<file path="src/a85d_pkg.sv">
// ----------------------------------------------------------------------------
// a85d_pkg - shared constants and tables for the ASCII85 decoder
// Holds the digit bias, the base-85 position weights and the padding sums
// used when a stream ends inside a group.
// ----------------------------------------------------------------------------
package a85d_pkg;

    localparam int unsigned GROUP_DIGITS = 5;
    localparam int unsigned BYTE_W       = 8;
    localparam int unsigned WORD_W       = 32;
    localparam int unsigned COUNT_W      = 3;
    localparam int unsigned DIGIT_W      = 9;

    localparam logic [DIGIT_W-1:0] DIGIT_BIAS = 9'd33;

    typedef logic [COUNT_W-1:0] digit_count_t;
    typedef logic [WORD_W-1:0]  word_t;
    typedef logic [BYTE_W-1:0]  byte_t;

    // Weight of a digit position, most significant position first.
    function automatic word_t digit_weight(input digit_count_t pos);
        word_t w;
        unique case (pos)
            3'd0:    w = 32'd52200625;
            3'd1:    w = 32'd614125;
            3'd2:    w = 32'd7225;
            3'd3:    w = 32'd85;
            default: w = 32'd1;
        endcase
        return w;
    endfunction

    // Sum of 117 times the weight of every position missing when a stream
    // ends after n digits. A full group takes no padding.
    function automatic word_t pad_sum(input digit_count_t n);
        word_t p;
        unique case (n)
            3'd1:    p = 32'd72708012;
            3'd2:    p = 32'd855387;
            3'd3:    p = 32'd10062;
            3'd4:    p = 32'd117;
            default: p = 32'd0;
        endcase
        return p;
    endfunction

endpackage

</file>
<file path="src/a85d_if.sv">
// ----------------------------------------------------------------------------
// a85d_if - stream channels of the ASCII85 decoder
// One channel carries text characters in, the other decoded bytes out.
// ----------------------------------------------------------------------------
interface a85d_char_if;
    logic                 valid;
    logic                 ready;
    logic [7:0]           char_code;
    logic                 final_char;

    modport source (output valid, output char_code, output final_char, input ready);
    modport sink   (input valid, input char_code, input final_char, output ready);
endinterface

interface a85d_byte_if;
    logic                 valid;
    logic                 ready;
    logic [7:0]           out_byte;
    logic                 run_last;

    modport source (output valid, output out_byte, output run_last, input ready);
    modport sink   (input valid, input out_byte, input run_last, output ready);
endinterface

</file>
<file path="src/ascii85_decoder.sv">
// ----------------------------------------------------------------------------
// ascii85_decoder - streaming ASCII85 text to binary decoder
// Accepts one character and emits one decoded byte per cycle while not stalled.
// ----------------------------------------------------------------------------
// Path: the character completing a group passes the input register, the
// accumulate stage and the queue write before its first byte is valid.
// Throughput: one character per cycle while ready is high; the output side
// drains one byte per cycle; the group queue fills only on consumer stalls.
// Reset: rst_n clears the accumulator, the digit count, the pipeline valids
// and the queue pointers at once; no clearing pass is needed.
module ascii85_decoder #(
    parameter int unsigned QUEUE_DEPTH = 4
) (
    input  logic        clk,
    input  logic        rst_n,
    a85d_char_if.sink   char_chan,
    a85d_byte_if.source byte_chan
);

    localparam int unsigned PTR_W = (QUEUE_DEPTH > 1) ? $clog2(QUEUE_DEPTH) : 1;
    localparam int unsigned CNT_W = $clog2(QUEUE_DEPTH + 1);
    localparam int unsigned OCC_W = CNT_W + 1;

    // ------------------------------------------------------------------------
    // Stage 1: input register. A transaction on the character channel is
    // captured here unconditionally; back pressure is handled by ready.
    // ------------------------------------------------------------------------
    logic                                in_valid_reg;
    logic [7:0]                          in_code_reg;
    logic                                in_final_reg;
    logic                                char_take;

    assign char_take = char_chan.valid && char_chan.ready;

    always_ff @(posedge clk or negedge rst_n)
    begin
        if (!rst_n)
        begin
            in_valid_reg <= 1'b0;
        end
        else
        begin
            in_valid_reg <= char_take;
        end
    end

    always_ff @(posedge clk)
    begin
        if (char_take)
        begin
            in_code_reg  <= char_chan.char_code;
            in_final_reg <= char_chan.final_char;
        end
    end

    // ------------------------------------------------------------------------
    // Stage 2: accumulate. The digit is code minus 33 as a signed 9-bit value;
    // sign extension to 32 bits gives the same wrap as unsigned arithmetic
    // modulo 2^32. The weighted digit is added into the group sum.
    // ------------------------------------------------------------------------
    a85d_pkg::word_t        group_value_reg;
    a85d_pkg::word_t        group_value_next;
    a85d_pkg::digit_count_t digit_count_reg;
    a85d_pkg::digit_count_t digit_count_next;

    logic signed [a85d_pkg::DIGIT_W-1:0] digit;
    a85d_pkg::word_t                     digit_ext;
    a85d_pkg::word_t                     weighted;
    a85d_pkg::word_t                     sum;
    a85d_pkg::digit_count_t              taken;
    logic                                group_full;
    logic                                emit;

    // Group word waiting to receive its padding and enter the queue.
    logic                   emit_valid_reg;
    logic                   emit_valid_next;
    a85d_pkg::word_t        emit_sum_reg;
    a85d_pkg::word_t        emit_pad_reg;
    logic [1:0]             emit_last_reg;

    always_comb
    begin
        digit      = $signed({1'b0, in_code_reg}) - $signed(a85d_pkg::DIGIT_BIAS);
        digit_ext  = {{(a85d_pkg::WORD_W - a85d_pkg::DIGIT_W){digit[a85d_pkg::DIGIT_W-1]}},
                      digit};
        weighted   = digit_ext * a85d_pkg::digit_weight(digit_count_reg);
        sum        = group_value_reg + weighted;
        taken      = digit_count_reg + 3'd1;
        group_full = (taken == 3'(a85d_pkg::GROUP_DIGITS));
        // A final character after a single digit leaves nothing to emit.
        emit       = in_valid_reg && (group_full || (in_final_reg && (taken >= 3'd2)));
    end

    always_comb
    begin
        group_value_next = group_value_reg;
        digit_count_next = digit_count_reg;
        emit_valid_next  = emit;
        if (in_valid_reg)
        begin
            if (group_full || in_final_reg)
            begin
                group_value_next = '0;
                digit_count_next = '0;
            end
            else
            begin
                group_value_next = sum;
                digit_count_next = taken;
            end
        end
    end

    always_ff @(posedge clk or negedge rst_n)
    begin
        if (!rst_n)
        begin
            group_value_reg <= '0;
            digit_count_reg <= '0;
            emit_valid_reg  <= 1'b0;
        end
        else
        begin
            group_value_reg <= group_value_next;
            digit_count_reg <= digit_count_next;
            emit_valid_reg  <= emit_valid_next;
        end
    end

    // A full group carries no padding and all four bytes; a partial group
    // gets the padding for its missing positions and one byte fewer than
    // its digit count.
    always_ff @(posedge clk)
    begin
        if (emit)
        begin
            emit_sum_reg  <= sum;
            emit_pad_reg  <= group_full ? '0 : a85d_pkg::pad_sum(taken);
            emit_last_reg <= group_full ? 2'd3 : 2'(taken - 3'd2);
        end
    end

    // ------------------------------------------------------------------------
    // Stage 3: group queue. Each entry holds one padded 32-bit word and the
    // index of its last byte. The head is serialized most significant first.
    // ------------------------------------------------------------------------
    a85d_pkg::word_t  queue_word_reg [QUEUE_DEPTH];
    logic [1:0]       queue_last_reg [QUEUE_DEPTH];
    logic [PTR_W-1:0] wr_ptr_reg;
    logic [PTR_W-1:0] rd_ptr_reg;
    logic [CNT_W-1:0] queue_cnt_reg;
    logic [CNT_W-1:0] queue_cnt_next;
    logic [1:0]       byte_idx_reg;
    logic [1:0]       byte_idx_next;
    logic             byte_take;
    logic             pop;
    logic [OCC_W-1:0] occupancy;

    function automatic logic [PTR_W-1:0] ptr_inc(input logic [PTR_W-1:0] p);
        logic [PTR_W-1:0] r;
        if (p == PTR_W'(QUEUE_DEPTH - 1))
        begin
            r = '0;
        end
        else
        begin
            r = p + 1'b1;
        end
        return r;
    endfunction

    assign byte_take = byte_chan.valid && byte_chan.ready;
    assign pop       = byte_take && (byte_idx_reg == queue_last_reg[rd_ptr_reg]);

    // Every word still on its way to the queue takes one entry, and so does
    // the character in the input register when it closes a group. A new
    // character is taken only while one more entry remains after those.
    assign occupancy       = OCC_W'(queue_cnt_reg) + OCC_W'(emit) +
                             OCC_W'(emit_valid_reg);
    assign char_chan.ready = (occupancy < OCC_W'(QUEUE_DEPTH));

    always_comb
    begin
        queue_cnt_next = queue_cnt_reg;
        if (emit_valid_reg && !pop)
        begin
            queue_cnt_next = queue_cnt_reg + 1'b1;
        end
        else if (!emit_valid_reg && pop)
        begin
            queue_cnt_next = queue_cnt_reg - 1'b1;
        end
    end

    always_comb
    begin
        byte_idx_next = byte_idx_reg;
        if (pop)
        begin
            byte_idx_next = '0;
        end
        else if (byte_take)
        begin
            byte_idx_next = byte_idx_reg + 2'd1;
        end
    end

    always_ff @(posedge clk or negedge rst_n)
    begin
        if (!rst_n)
        begin
            wr_ptr_reg    <= '0;
            rd_ptr_reg    <= '0;
            queue_cnt_reg <= '0;
            byte_idx_reg  <= '0;
        end
        else
        begin
            queue_cnt_reg <= queue_cnt_next;
            byte_idx_reg  <= byte_idx_next;
            if (emit_valid_reg)
            begin
                wr_ptr_reg <= ptr_inc(wr_ptr_reg);
            end
            if (pop)
            begin
                rd_ptr_reg <= ptr_inc(rd_ptr_reg);
            end
        end
    end

    // The padding add sits here, between the accumulator and the queue.
    always_ff @(posedge clk)
    begin
        if (emit_valid_reg)
        begin
            queue_word_reg[wr_ptr_reg] <= emit_sum_reg + emit_pad_reg;
            queue_last_reg[wr_ptr_reg] <= emit_last_reg;
        end
    end

    // Byte selection from the head word, most significant byte first.
    a85d_pkg::word_t head_word;
    assign head_word = queue_word_reg[rd_ptr_reg];

    always_comb
    begin
        unique case (byte_idx_reg)
            2'd0:    byte_chan.out_byte = head_word[31:24];
            2'd1:    byte_chan.out_byte = head_word[23:16];
            2'd2:    byte_chan.out_byte = head_word[15:8];
            default: byte_chan.out_byte = head_word[7:0];
        endcase
    end

    assign byte_chan.valid    = (queue_cnt_reg != '0);
    assign byte_chan.run_last = (byte_idx_reg == queue_last_reg[rd_ptr_reg]);

    // ------------------------------------------------------------------------
    // Assertions
    // ------------------------------------------------------------------------
    // The queue never overflows its storage.
    assert property (@(posedge clk) disable iff (!rst_n)
        queue_cnt_reg <= CNT_W'(QUEUE_DEPTH))
        else $error("group queue count exceeds its depth");

    // A word never arrives at a full queue: ready reservation must prevent it.
    assert property (@(posedge clk) disable iff (!rst_n)
        emit_valid_reg |-> (queue_cnt_reg < CNT_W'(QUEUE_DEPTH)) || pop)
        else $error("group word pushed into a full queue");

    // The digit count stays within one group.
    assert property (@(posedge clk) disable iff (!rst_n)
        digit_count_reg < 3'(a85d_pkg::GROUP_DIGITS))
        else $error("digit count outside of a group");

    // A final character always leaves the accumulator at its reset state.
    assert property (@(posedge clk) disable iff (!rst_n)
        (in_valid_reg && in_final_reg) |=> (digit_count_reg == '0) && (group_value_reg == '0))
        else $error("accumulator not cleared after final character");

    // The byte index never runs past the last byte of the head word.
    assert property (@(posedge clk) disable iff (!rst_n)
        byte_chan.valid |-> (byte_idx_reg <= queue_last_reg[rd_ptr_reg]))
        else $error("byte index beyond the last byte of the group");

endmodule
</file>
<file path="src/flat_wrapper.sv">
// flat-port wrapper written by rule: the top's interface ports become plain ports
module ascii85_decoder_flat 
#(
    parameter int unsigned QUEUE_DEPTH = 4
)
  (clk, rst_n, char_chan_valid, char_chan_char_code, char_chan_final_char, char_chan_ready, byte_chan_valid, byte_chan_out_byte, byte_chan_run_last, byte_chan_ready);
  a85d_char_if char_chan_i ();
  a85d_byte_if byte_chan_i ();
  input  logic clk;
  input  logic rst_n;
  input wire logic [$bits(char_chan_i.valid)-1:0] char_chan_valid;
  input wire logic [$bits(char_chan_i.char_code)-1:0] char_chan_char_code;
  input wire logic [$bits(char_chan_i.final_char)-1:0] char_chan_final_char;
  output wire logic [$bits(char_chan_i.ready)-1:0] char_chan_ready;
  output wire logic [$bits(byte_chan_i.valid)-1:0] byte_chan_valid;
  output wire logic [$bits(byte_chan_i.out_byte)-1:0] byte_chan_out_byte;
  output wire logic [$bits(byte_chan_i.run_last)-1:0] byte_chan_run_last;
  input wire logic [$bits(byte_chan_i.ready)-1:0] byte_chan_ready;
  assign char_chan_i.valid = char_chan_valid;
  assign char_chan_i.char_code = char_chan_char_code;
  assign char_chan_i.final_char = char_chan_final_char;
  assign char_chan_ready = char_chan_i.ready;
  assign byte_chan_valid = byte_chan_i.valid;
  assign byte_chan_out_byte = byte_chan_i.out_byte;
  assign byte_chan_run_last = byte_chan_i.run_last;
  assign byte_chan_i.ready = byte_chan_ready;
  ascii85_decoder #(.QUEUE_DEPTH(QUEUE_DEPTH)) u_core (.clk(clk), .rst_n(rst_n), .char_chan(char_chan_i), .byte_chan(byte_chan_i));
endmodule
</file>
<file path="config.mk">
export PLATFORM = sky130hd
export DESIGN_NAME = ascii85_decoder_flat
export DESIGN_NICKNAME = d
export VERILOG_FILES = /design/src/a85d_pkg.sv /design/src/a85d_if.sv /design/src/ascii85_decoder.sv /design/src/flat_wrapper.sv
export SDC_FILE = /design/constraint.sdc
export NUM_CORES = 1
export LEC_CHECK = 0
export BUFFER_PORTS_ARGS = -buffer_cell sky130_fd_sc_hd__clkbuf_2
export CORE_MARGIN = 4
export CORE_UTILIZATION = 50
export CTS_CLUSTER_SIZE = 24
export DETAILED_ROUTE_END_ITERATION = 10
export PLACE_DENSITY = 0.78
export SYNTH_ARGS = -nofsm -noshare
export SYNTH_HDL_FRONTEND = slang
export SYNTH_SLANG_ARGS = --single-unit
</file>
<file path="constraint.sdc">
create_clock -name clk -period 7.4 [get_ports clk]
set_clock_uncertainty 0.05 [all_clocks]
set_input_delay 0.74 -clock clk [delete_from_list [all_inputs] [get_ports clk]]
set_output_delay 0.74 -clock clk [all_outputs]
set_load 0.005 [all_outputs]
</file>
==> flow_summary.yaml, run 1 <==
status:
  status: "completed"
timing:
  rsz0062_at_grt: "false"
  tns_ps: 0
  finalCriticalPeriod_ps: 6890
  setup-violations-final: 0
  finalMaxSlewViolations: 0
  timing.fmax_mhz: 145
  slew_headroom_pct: 50.4
  tightest_slew_ps: 736
  fin_crit_sh_pct: 93.2
  hold_viol_final: 0
  hold_slack_ps: 275
  final.setup.worst_slack_ps: 505
setup_path:
  max_stage_delay_ps: 530
  critPathCaptureType: "register"
  worst-path-buf-inv: 3
  cp.depth: 27
  cp_common_cell: "fa_1"
  critPathTopFamily: "adder cells"
  worst_path_max_delay_cell: "fa_1"
  r2r_cells: 27
  path_max_fanout: 8
  critPathKind: "register to register"
  cp.arrival_ps: 7300
  required_ps: 7810
  critPathLaunchType: "register"
logic_synthesis:
  ys_ff_latch: 235
  synthTopCellsByCount: "252 x inv_1, 189 x edfxtp_1, 157 x ha_1"
  synth_top_area_share_pct: 34.7
  synth-main-ff-cell: "edfxtp_1"
  syn_inst: 1316
  synth_top_cells_by_area: "edfxtp_1 35%, fa_1 17%, ha_1 12%"
  syn_nets: 1625
  yosys.area.top_type: "edfxtp_1"
  avgSynthCellArea_um2: 12.4
  synth_cell_type_count: 68
  yosysMostFrequentCell: "inv_1"
  synthArstFlopShare_pct: 19.6
  synth_seq_area_share_pct: 41.7
  synth_area_um2: 16400
  yosys_warnings: 0
  synth_edf_count: 189
detailed_routing:
  drt_iter0_markers: 798
  ant_nets: 0
  vias: 9839
  routed_wl_um: 34700
  drc_errors: 0
  firstDrtPassIters: 5
  viasPerCell: 5.42
  wl_per_cell_um: 19.1
place:
  gp_congestion: 0.975
  pre_cts_slack_ps: 375
  port_buffers: 23
  placed_area_um2: 17100
  dpl.hpwl_um: 27200
final_layout:
  drive_above_1_share_pct: 10.5
  nFillCells: 2577
  final_area_um2: 18000
  synthToLayoutAreaGrowth_pct: 9.78
  largest_reg_flops: 128
  fin_nets: 1671
  n_antenna_cell: 0
clock_network:
  post_cts_buffers: 0
  cts_resized: 0
  clk_pin_slew_worst_paths_ps: 70
  clockRootBuffer: "clkbuf_16"
  clock-sinks: 235
  cts_tree: "built"
  hold_buffers: 0
  numCtsBuffers: 24
  htreeDepth: 1
  clockBufferDepth: 3
  clk_latency_ps: 510
global_route:
  overflow: 0
  grt_pass1_vias: 10627
  antenna_found_initial: 0
  grt_usage_pct: 19.7
  grt_pass1_wl_um: 56400
  grt_max_degree: 47
floorplan:
  io_pins: 24
  dieArea_um2: 35700
  coreArea_um2: 32000
  fp.dieW_um: 189
  num_rows: 65
  start_util_pct: 51.2
  die_h_um: 189
hold_path:
  min_path_type: "input pin to asynchronous set/reset pin"
flow_run:
  cap_violations: 0
[cells in the final DEF, fill, tap and decap left out, types with 8 or more instances in the layout]
cell type,count
a22o_1,30
clkbuf_2,23
mux4_2,34
buf_4,20
a21o_1,17
ha_1,157
nor3_1,8
a222oi_1,8
fa_1,139
nor2_1,71
o21ai_1,8
xnor2_1,46
xor2_1,29
dfrtp_1,45
o21ai_0,32
inv_1,252
clkbuf_16,26
a21oi_1,36
nand2_1,75
and2_1,8
edfxtp_1,189
o21a_1,8
[cell type report]
cell class / instances / area, um2 / area share, %
Clock buffer: 31 / 699 / 3.89
Clock inverter: 13 / 159 / 0.884
Inverter: 252 / 946 / 5.26
Multi-Input combinational cell: 806 / 8530 / 47.5
Sequential cell: 235 / 6830 / 38.0
Tap cell: 435 / 544 / 3.03
Timing Repair Buffer: 43 / 265 / 1.48
[path summary, 6_finish.rpt]
| kind | startpoint | endpoint | slack (ps) |
|---|---|---|---|
| max reg2reg | u_core.in_code_reg[0] | u_core.group_value_reg[29] | 510 |
| min in group clk | char_chan_final_char | u_core.in_final_reg | 360 |
| max in group asynchronous | rst_n | u_core.rd_ptr_reg[0] | 6580 |
| max | u_core.in_code_reg[0] | u_core.group_value_reg[29] | 510 |
| min | rst_n | u_core.group_value_reg[5] | 270 |
| min reg2reg | u_core.queue_cnt_reg[2] | u_core.queue_cnt_reg[2] | 460 |
[cell families after synthesis]
family / synth area share (%)
AOI/OAI and AO/OA: 8.49
xor gates and xnor gates: 4.07
DFF: 41.7
buffers and inverters: 6.37
other: 0.0229
adders and majority gates: 29.0
muxes: 4.88
and+or+nand+nor: 5.48
[routing by layer]
| metal | vias to the layer above | wire length, um | GRT usage (%) |
|---|---|---|---|
| met1 | 4946 | 15000 | 26.5 |
| met4 | 0 | 744 | 4.37 |
| li1 | 4600 | - | - |
| met5 | - | 0 | 0 |
| met2 | 248 | 17200 | 34.2 |
| met3 | 45 | 1720 | 2.93 |
[per-stage QoR]
| step | cells | util (%) |
|---|---|---|
| 2_1_floorplan | 1316 | - |
| 3_3_place_gp | 1771 | 53.5 |
| 3_5_place_dp | 1771 | 53.5 |
| 4_1_cts | 1815 | 56.2 |
| 5_1_grt | 1815 | 56.2 |
| 6_report | 1815 | 56.2 |
Power of run 1 is left out: the tool's default activity adds up to more than one toggle a clock period on the data nets, which glitch-free logic cannot reach.
==> inputs of run 2 (changes only) <==
--- a/config.mk
+++ b/config.mk
@@ -5,12 +5,13 @@
 export SDC_FILE = /design/constraint.sdc
 export NUM_CORES = 1
 export LEC_CHECK = 0
+export ABC_AREA = 1
 export BUFFER_PORTS_ARGS = -buffer_cell sky130_fd_sc_hd__clkbuf_2
 export CORE_MARGIN = 4
-export CORE_UTILIZATION = 50
+export CORE_UTILIZATION = 40
 export CTS_CLUSTER_SIZE = 24
 export DETAILED_ROUTE_END_ITERATION = 10
-export PLACE_DENSITY = 0.78
+export PLACE_DENSITY = 0.67
 export SYNTH_ARGS = -nofsm -noshare
 export SYNTH_HDL_FRONTEND = slang
 export SYNTH_SLANG_ARGS = --single-unit
==> run 2 against run 1 <==
Count of clock-buffer cells in the layout decreased by 1; wire length increased by 33%; critical path depth is 4 lower; sequential share of layout area shrank 3.6 points; via count rose by 35%; critical path type unchanged.
==> flow_summary.yaml, run 2 <==
status:
  status: "completed"
logic_synthesis:
  yosys_warnings: 0
  synth_edf_count: 189
  yosys.area.top_type: "edfxtp_1"
  synth_cell_type_count: 40
  synth_area_um2: 18200
  synth_seq_area_share_pct: 37.6
  ys_ff_latch: 235
  syn_nets: 2351
  synthArstFlopShare_pct: 19.6
  avgSynthCellArea_um2: 8.90
  yosysMostFrequentCell: "nand2_1"
  synth_top_area_share_pct: 31.2
  synth-main-ff-cell: "edfxtp_1"
  syn_inst: 2042
  synth_top_cells_by_area: "edfxtp_1 31%, fa_1 15%, ha_1 11%"
  synthTopCellsByCount: "428 x nand2_1, 414 x inv_1, 201 x nor2_1"
detailed_routing:
  routed_wl_um: 46300
  vias: 13323
  drc_errors: 0
  viasPerCell: 4.95
  firstDrtPassIters: 7
  ant_nets: 0
  wl_per_cell_um: 17.2
  drt_iter0_markers: 728
place:
  port_buffers: 23
  dpl.hpwl_um: 37000
  gp_congestion: 0.988
timing:
  tns_ps: 0
  setup-violations-final: 0
  finalMaxSlewViolations: 0
  slew_headroom_pct: 39.9
  hold_viol_final: 0
  finalCriticalPeriod_ps: 6940
  rsz0062_at_grt: "false"
  timing.fmax_mhz: 144
  fin_crit_sh_pct: 93.8
  tightest_slew_ps: 895
clock_network:
  htreeDepth: 1
  post_cts_buffers: 0
  clockRootBuffer: "clkbuf_16"
  clk_latency_ps: 550
  clockBufferDepth: 3
  cts_resized: 0
  numCtsBuffers: 25
  clock-sinks: 235
  clk_pin_slew_worst_paths_ps: 70
  hold_buffers: 0
  cts_tree: "built"
final_layout:
  largest_reg_flops: 128
  n_antenna_cell: 0
  drive_above_1_share_pct: 4.86
  fin_nets: 2388
  final_common_cell: "nand2_1"
  layout_common_cells: "428 x nand2_1, 414 x inv_1, 198 x nor2_1"
  nFillCells: 4373
  synthToLayoutAreaGrowth_pct: 9.24
setup_path:
  path_max_fanout: 9
  timing.rr.end: "u_core.emit_sum_reg[23]"
  cp.arrival_ps: 7180
  r2r_cells: 23
  required_ps: 7640
  r2r_slack_ps: 460
  critPathCaptureType: "register"
  rr_startpoint: "u_core.in_code_reg[0]"
  critPathKind: "register to register"
  critPathLaunchType: "register"
global_route:
  grt_pass1_wl_um: 73000
  grt_usage_pct: 18.6
  overflow: 0
  grt_max_degree: 72
  grt_pass1_vias: 13541
  antenna_found_initial: 0
floorplan:
  num_rows: 77
  start_util_pct: 40.7
  dieArea_um2: 48900
  fp.dieW_um: 221
  io_pins: 24
  coreArea_um2: 44600
  die_h_um: 221
hold_path:
  min_path_type: "input pin to asynchronous set/reset pin"
flow_run:
  cap_violations: 0
==> run 2: cell count changes after synthesis, sizes merged, moves of 18 or more <==
cell | before | now
a21oi | 42 | 60
a22o | 30 | 7
inv | 252 | 425
mux4 | 34 | 0
nand2 | 75 | 430
nand3 | 7 | 112
nor2 | 71 | 206
o21ai | 42 | 83
o22ai | 2 | 28
xnor2 | 47 | 7
==> run 2: worst max-delay path by stage <==
stage	from	to
final	u_core.in_code_reg[0]	u_core.emit_sum_reg[23]
after global routing	u_core.in_code_reg[0]	u_core.emit_sum_reg[23]
after CTS	u_core.in_code_reg[0]	u_core.emit_sum_reg[23]
after detailed placement	u_core.in_code_reg[0]	u_core.emit_sum_reg[23]
after global placement	u_core.in_code_reg[0]	u_core.emit_sum_reg[23]
after floorplan	u_core.in_code_reg[0]	u_core.emit_sum_reg[31]
==> run 2: through the flow <==
stage	instances	util [%]	hold WS (ps)	instance area (um2)	worst slack, ps
2_1_floorplan	2042	-	394	18200	1870
3_3_place_gp	2644	42.7	422	19000	373
3_5_place_dp	2644	42.7	433	19000	322
4_1_cts	2689	44.5	262	19900	304
5_1_grt	2689	44.5	287	19900	151
6_report	2689	44.5	241	19900	460
==> run 2: layout make-up <==
cell class                      instances  area [um2]  area share, %
Tap cell                              592         741           3.73
Clock buffer                           30         644           3.25
Timing Repair Buffer                   42         258           1.30
Multi-Input combinational cell       1350        9620           48.5
Inverter                              425        1600           8.04
Clock inverter                         15         168          0.845
Sequential cell                       235        6830           34.4
==> run 2: logic make-up after synthesis <==
logic type	count (synthesis)	share of synthesized area, %
AND/OR/NAND/NOR	807	18.4
flip-flops	235	37.6
buffers and inverters	457	9.60
XOR/XNOR	42	2.02
AO/OA/AOI/OAI	204	6.29
adder cells (fa/ha/maj)	296	26.1
other	1	0.0206
==> run 2: routing by layer <==
layer  vias to the layer above  GRT usage, %  part of all wire, %
met5                         -             0                    0
met4                         0          5.03                  3.0
met3                        78          1.86                  3.5
met2                       298          32.9                   50
met1                      6380          24.5                   43
li1                       6567             -                    -
==> run 2: worst max-delay path: stages, from the launching register on <==
cell and delay, ps:
edfxtp_1 570, inv_1 230, ha_1 230, nand3_1 140, nand2_1 100, nand3_1 330
buf_4 340, nor2_2 350, inv_1 120, fa_1 550, fa_1 440, fa_1 550
fa_1 440, fa_1 490, inv_1 40, ha_1 370, nand2_1 140, nor2_1 220
inv_2 70, nor2_1 280, o21ai_0 280, nand3_1 130, nand2_1 70, and2_1 140
Power of run 2 is left out for the same reason.
==> inputs of run 3 (changes only) <==
--- a/config.mk
+++ b/config.mk
@@ -6,12 +6,14 @@
 export NUM_CORES = 1
 export LEC_CHECK = 0
 export ABC_AREA = 1
-export BUFFER_PORTS_ARGS = -buffer_cell sky130_fd_sc_hd__clkbuf_2
+export BUFFER_PORTS_ARGS = -buffer_cell sky130_fd_sc_hd__buf_2
+export CELL_PAD_IN_SITES_DETAIL_PLACEMENT = 0
+export CELL_PAD_IN_SITES_GLOBAL_PLACEMENT = 1
 export CORE_MARGIN = 4
 export CORE_UTILIZATION = 40
 export CTS_CLUSTER_SIZE = 24
 export DETAILED_ROUTE_END_ITERATION = 10
-export PLACE_DENSITY = 0.67
+export PLACE_DENSITY = 0.79
 export SYNTH_ARGS = -nofsm -noshare
 export SYNTH_HDL_FRONTEND = slang
 export SYNTH_SLANG_ARGS = --single-unit
==> run 3 against run 2 <==
Wire length is 1.4% higher; sequential cell count unchanged; global-route usage grew 0.24 points; final area hardly changed; hold slack improved by 25 ps; count of clock-buffer cells in the layout fell by 1; critical endpoint unchanged; critical path depth unchanged; utilization is essentially flat; maximum frequency rose by 0.41%; register-to-register slack gained 30 ps; worst setup slack better by 29 ps; critical path type unchanged.
==> flow_summary.yaml, run 3 (same netlist as run 2, synthesis figures left out) <==
timing:
  rsz0062_at_grt: "false"
  fin_crit_sh_pct: 93.4
  tightest_slew_ps: 1170
  slew_headroom_pct: 21.7
  finalCriticalPeriod_ps: 6910
  hold_viol_final: 0
  tns_ps: 0
  setup-violations-final: 0
  finalMaxSlewViolations: 0
  hold_slack_ps: 266
  timing.fmax_mhz: 145
final_layout:
  n_antenna_cell: 0
  synthToLayoutAreaGrowth_pct: 9.23
  seqCellArea_um2: 6830
  largest_reg_flops: 128
  final_area_um2: 19900
  multi_input_area_um2: 9620
  fin_nets: 2390
  layout_common_cells: "428 x nand2_1, 414 x inv_1, 199 x nor2_1"
  final_common_cell: "nand2_1"
  nFillCells: 4379
  drive_above_1_share_pct: 4.95
  final_util_pct: 44.5
detailed_routing:
  wl_per_cell_um: 17.4
  viasPerCell: 4.92
  vias: 13252
  routed_wl_um: 46900
  firstDrtPassIters: 5
  ant_nets: 0
  drc_errors: 0
  drt_iter0_markers: 747
setup_path:
  r2r_cells: 23
  cp_common_cell: "fa_1"
  cp.arrival_ps: 7170
  critPathLaunchType: "register"
  critPathKind: "register to register"
  worst_path_max_delay_cell: "edfxtp_1"
  max_stage_delay_ps: 540
  critPathCaptureType: "register"
  crit_start: "u_core.in_code_reg[0]"
  rr_startpoint: "u_core.in_code_reg[0]"
  path_max_fanout: 9
  required_ps: 7660
  path_cells: "inv_1 -> ha_1 -> nand3_1 -> nand2_1 -> nand3_1 -> buf_4 -> nor2_1 -> inv_1 -> fa_1 -> fa_1 -> fa_1 -> fa_1 -> fa_1 -> inv_1 -> ha_1 -> nand2_1 -> nor2_1 -> inv_2 -> nor2_1 -> o21ai_0 -> nand3_1 -> nand2_1 -> and2_1"
global_route:
  grt_pass1_vias: 13721
  grt_max_degree: 72
  grt_pass1_wl_um: 73700
  grt_usage_pct: 18.8
  met3_usage_pct: 1.91
  overflow: 0
  met2_usage_pct: 33.4
  grt_use_met1_pct: 23.9
  antenna_found_initial: 0
  top_usage_layer: "met2"
place:
  gp_congestion: 0.915
  port_buffers: 23
  dpl.hpwl_um: 37500
  placed_area_um2: 19100
clock_network:
  cts_tree: "built"
  clk_latency_ps: 550
  post_cts_buffers: 0
  hold_buffers: 0
  clockRootBuffer: "clkbuf_16"
  clk_pin_slew_worst_paths_ps: 70
  numCtsBuffers: 25
  cts_resized: 0
  clock-sinks: 235
  htreeDepth: 1
  clockBufferDepth: 3
floorplan:
  io_pins: 24
  dieArea_um2: 48900
  die_h_um: 221
  coreArea_um2: 44600
  start_util_pct: 40.7
  fp.dieW_um: 221
  num_rows: 77
flow_run:
  cap_violations: 0
status:
  status: "completed"
hold_path:
  min_path_type: "input pin to asynchronous set/reset pin"
[run 3: stage by stage]
step | worst slack [ps] | instances
floorplan | 1870 | 2042
global placement | 551 | 2646
detailed placement | 545 | 2646
CTS | 534 | 2692
global route | 223 | 2692
finish | 489 | 2692
[run 3: path summary, 6_finish.rpt]
kind	slack, ps	to
max	490	u_core.emit_sum_reg[23]
min	270	u_core.group_value_reg[28]
max reg2reg	490	u_core.emit_sum_reg[23]
min reg2reg	450	u_core.group_value_reg[25]
max in group asynchronous	6480	u_core.rd_ptr_reg[0]
min in group clk	310	u_core.in_final_reg
[run 3: worst max-delay path, delay by kind of cell (launching register included)]
family / cells / cell delay, ps
flip-flops: 1 / 540
AND/OR/NAND/NOR: 10 / 2040
buffers and inverters: 5 / 760
AO/OA/AOI/OAI: 1 / 260
adder cells (fa/ha/maj): 7 / 3030
[run 3: final cells by class]
| cell class | count | share of cell area (%) |
|---|---|---|
| multi-input combinational | 1350 | 48.5 |
| sequential | 235 | 34.4 |
| inverter | 425 | 8.04 |
| tap | 592 | 3.73 |
| clock buffer | 29 | 3.23 |
| timing repair buffer | 44 | 1.37 |
| clock inverter | 17 | 0.763 |
[run 3: routing by layer]
layer  wire length [um]  part of all wire [%]
met5                  0                     0
met4               1960                   4.2
met3               1330                   2.8
met2              23200                    50
met1              20400                    43
Power of run 3 is left out for the same reason.
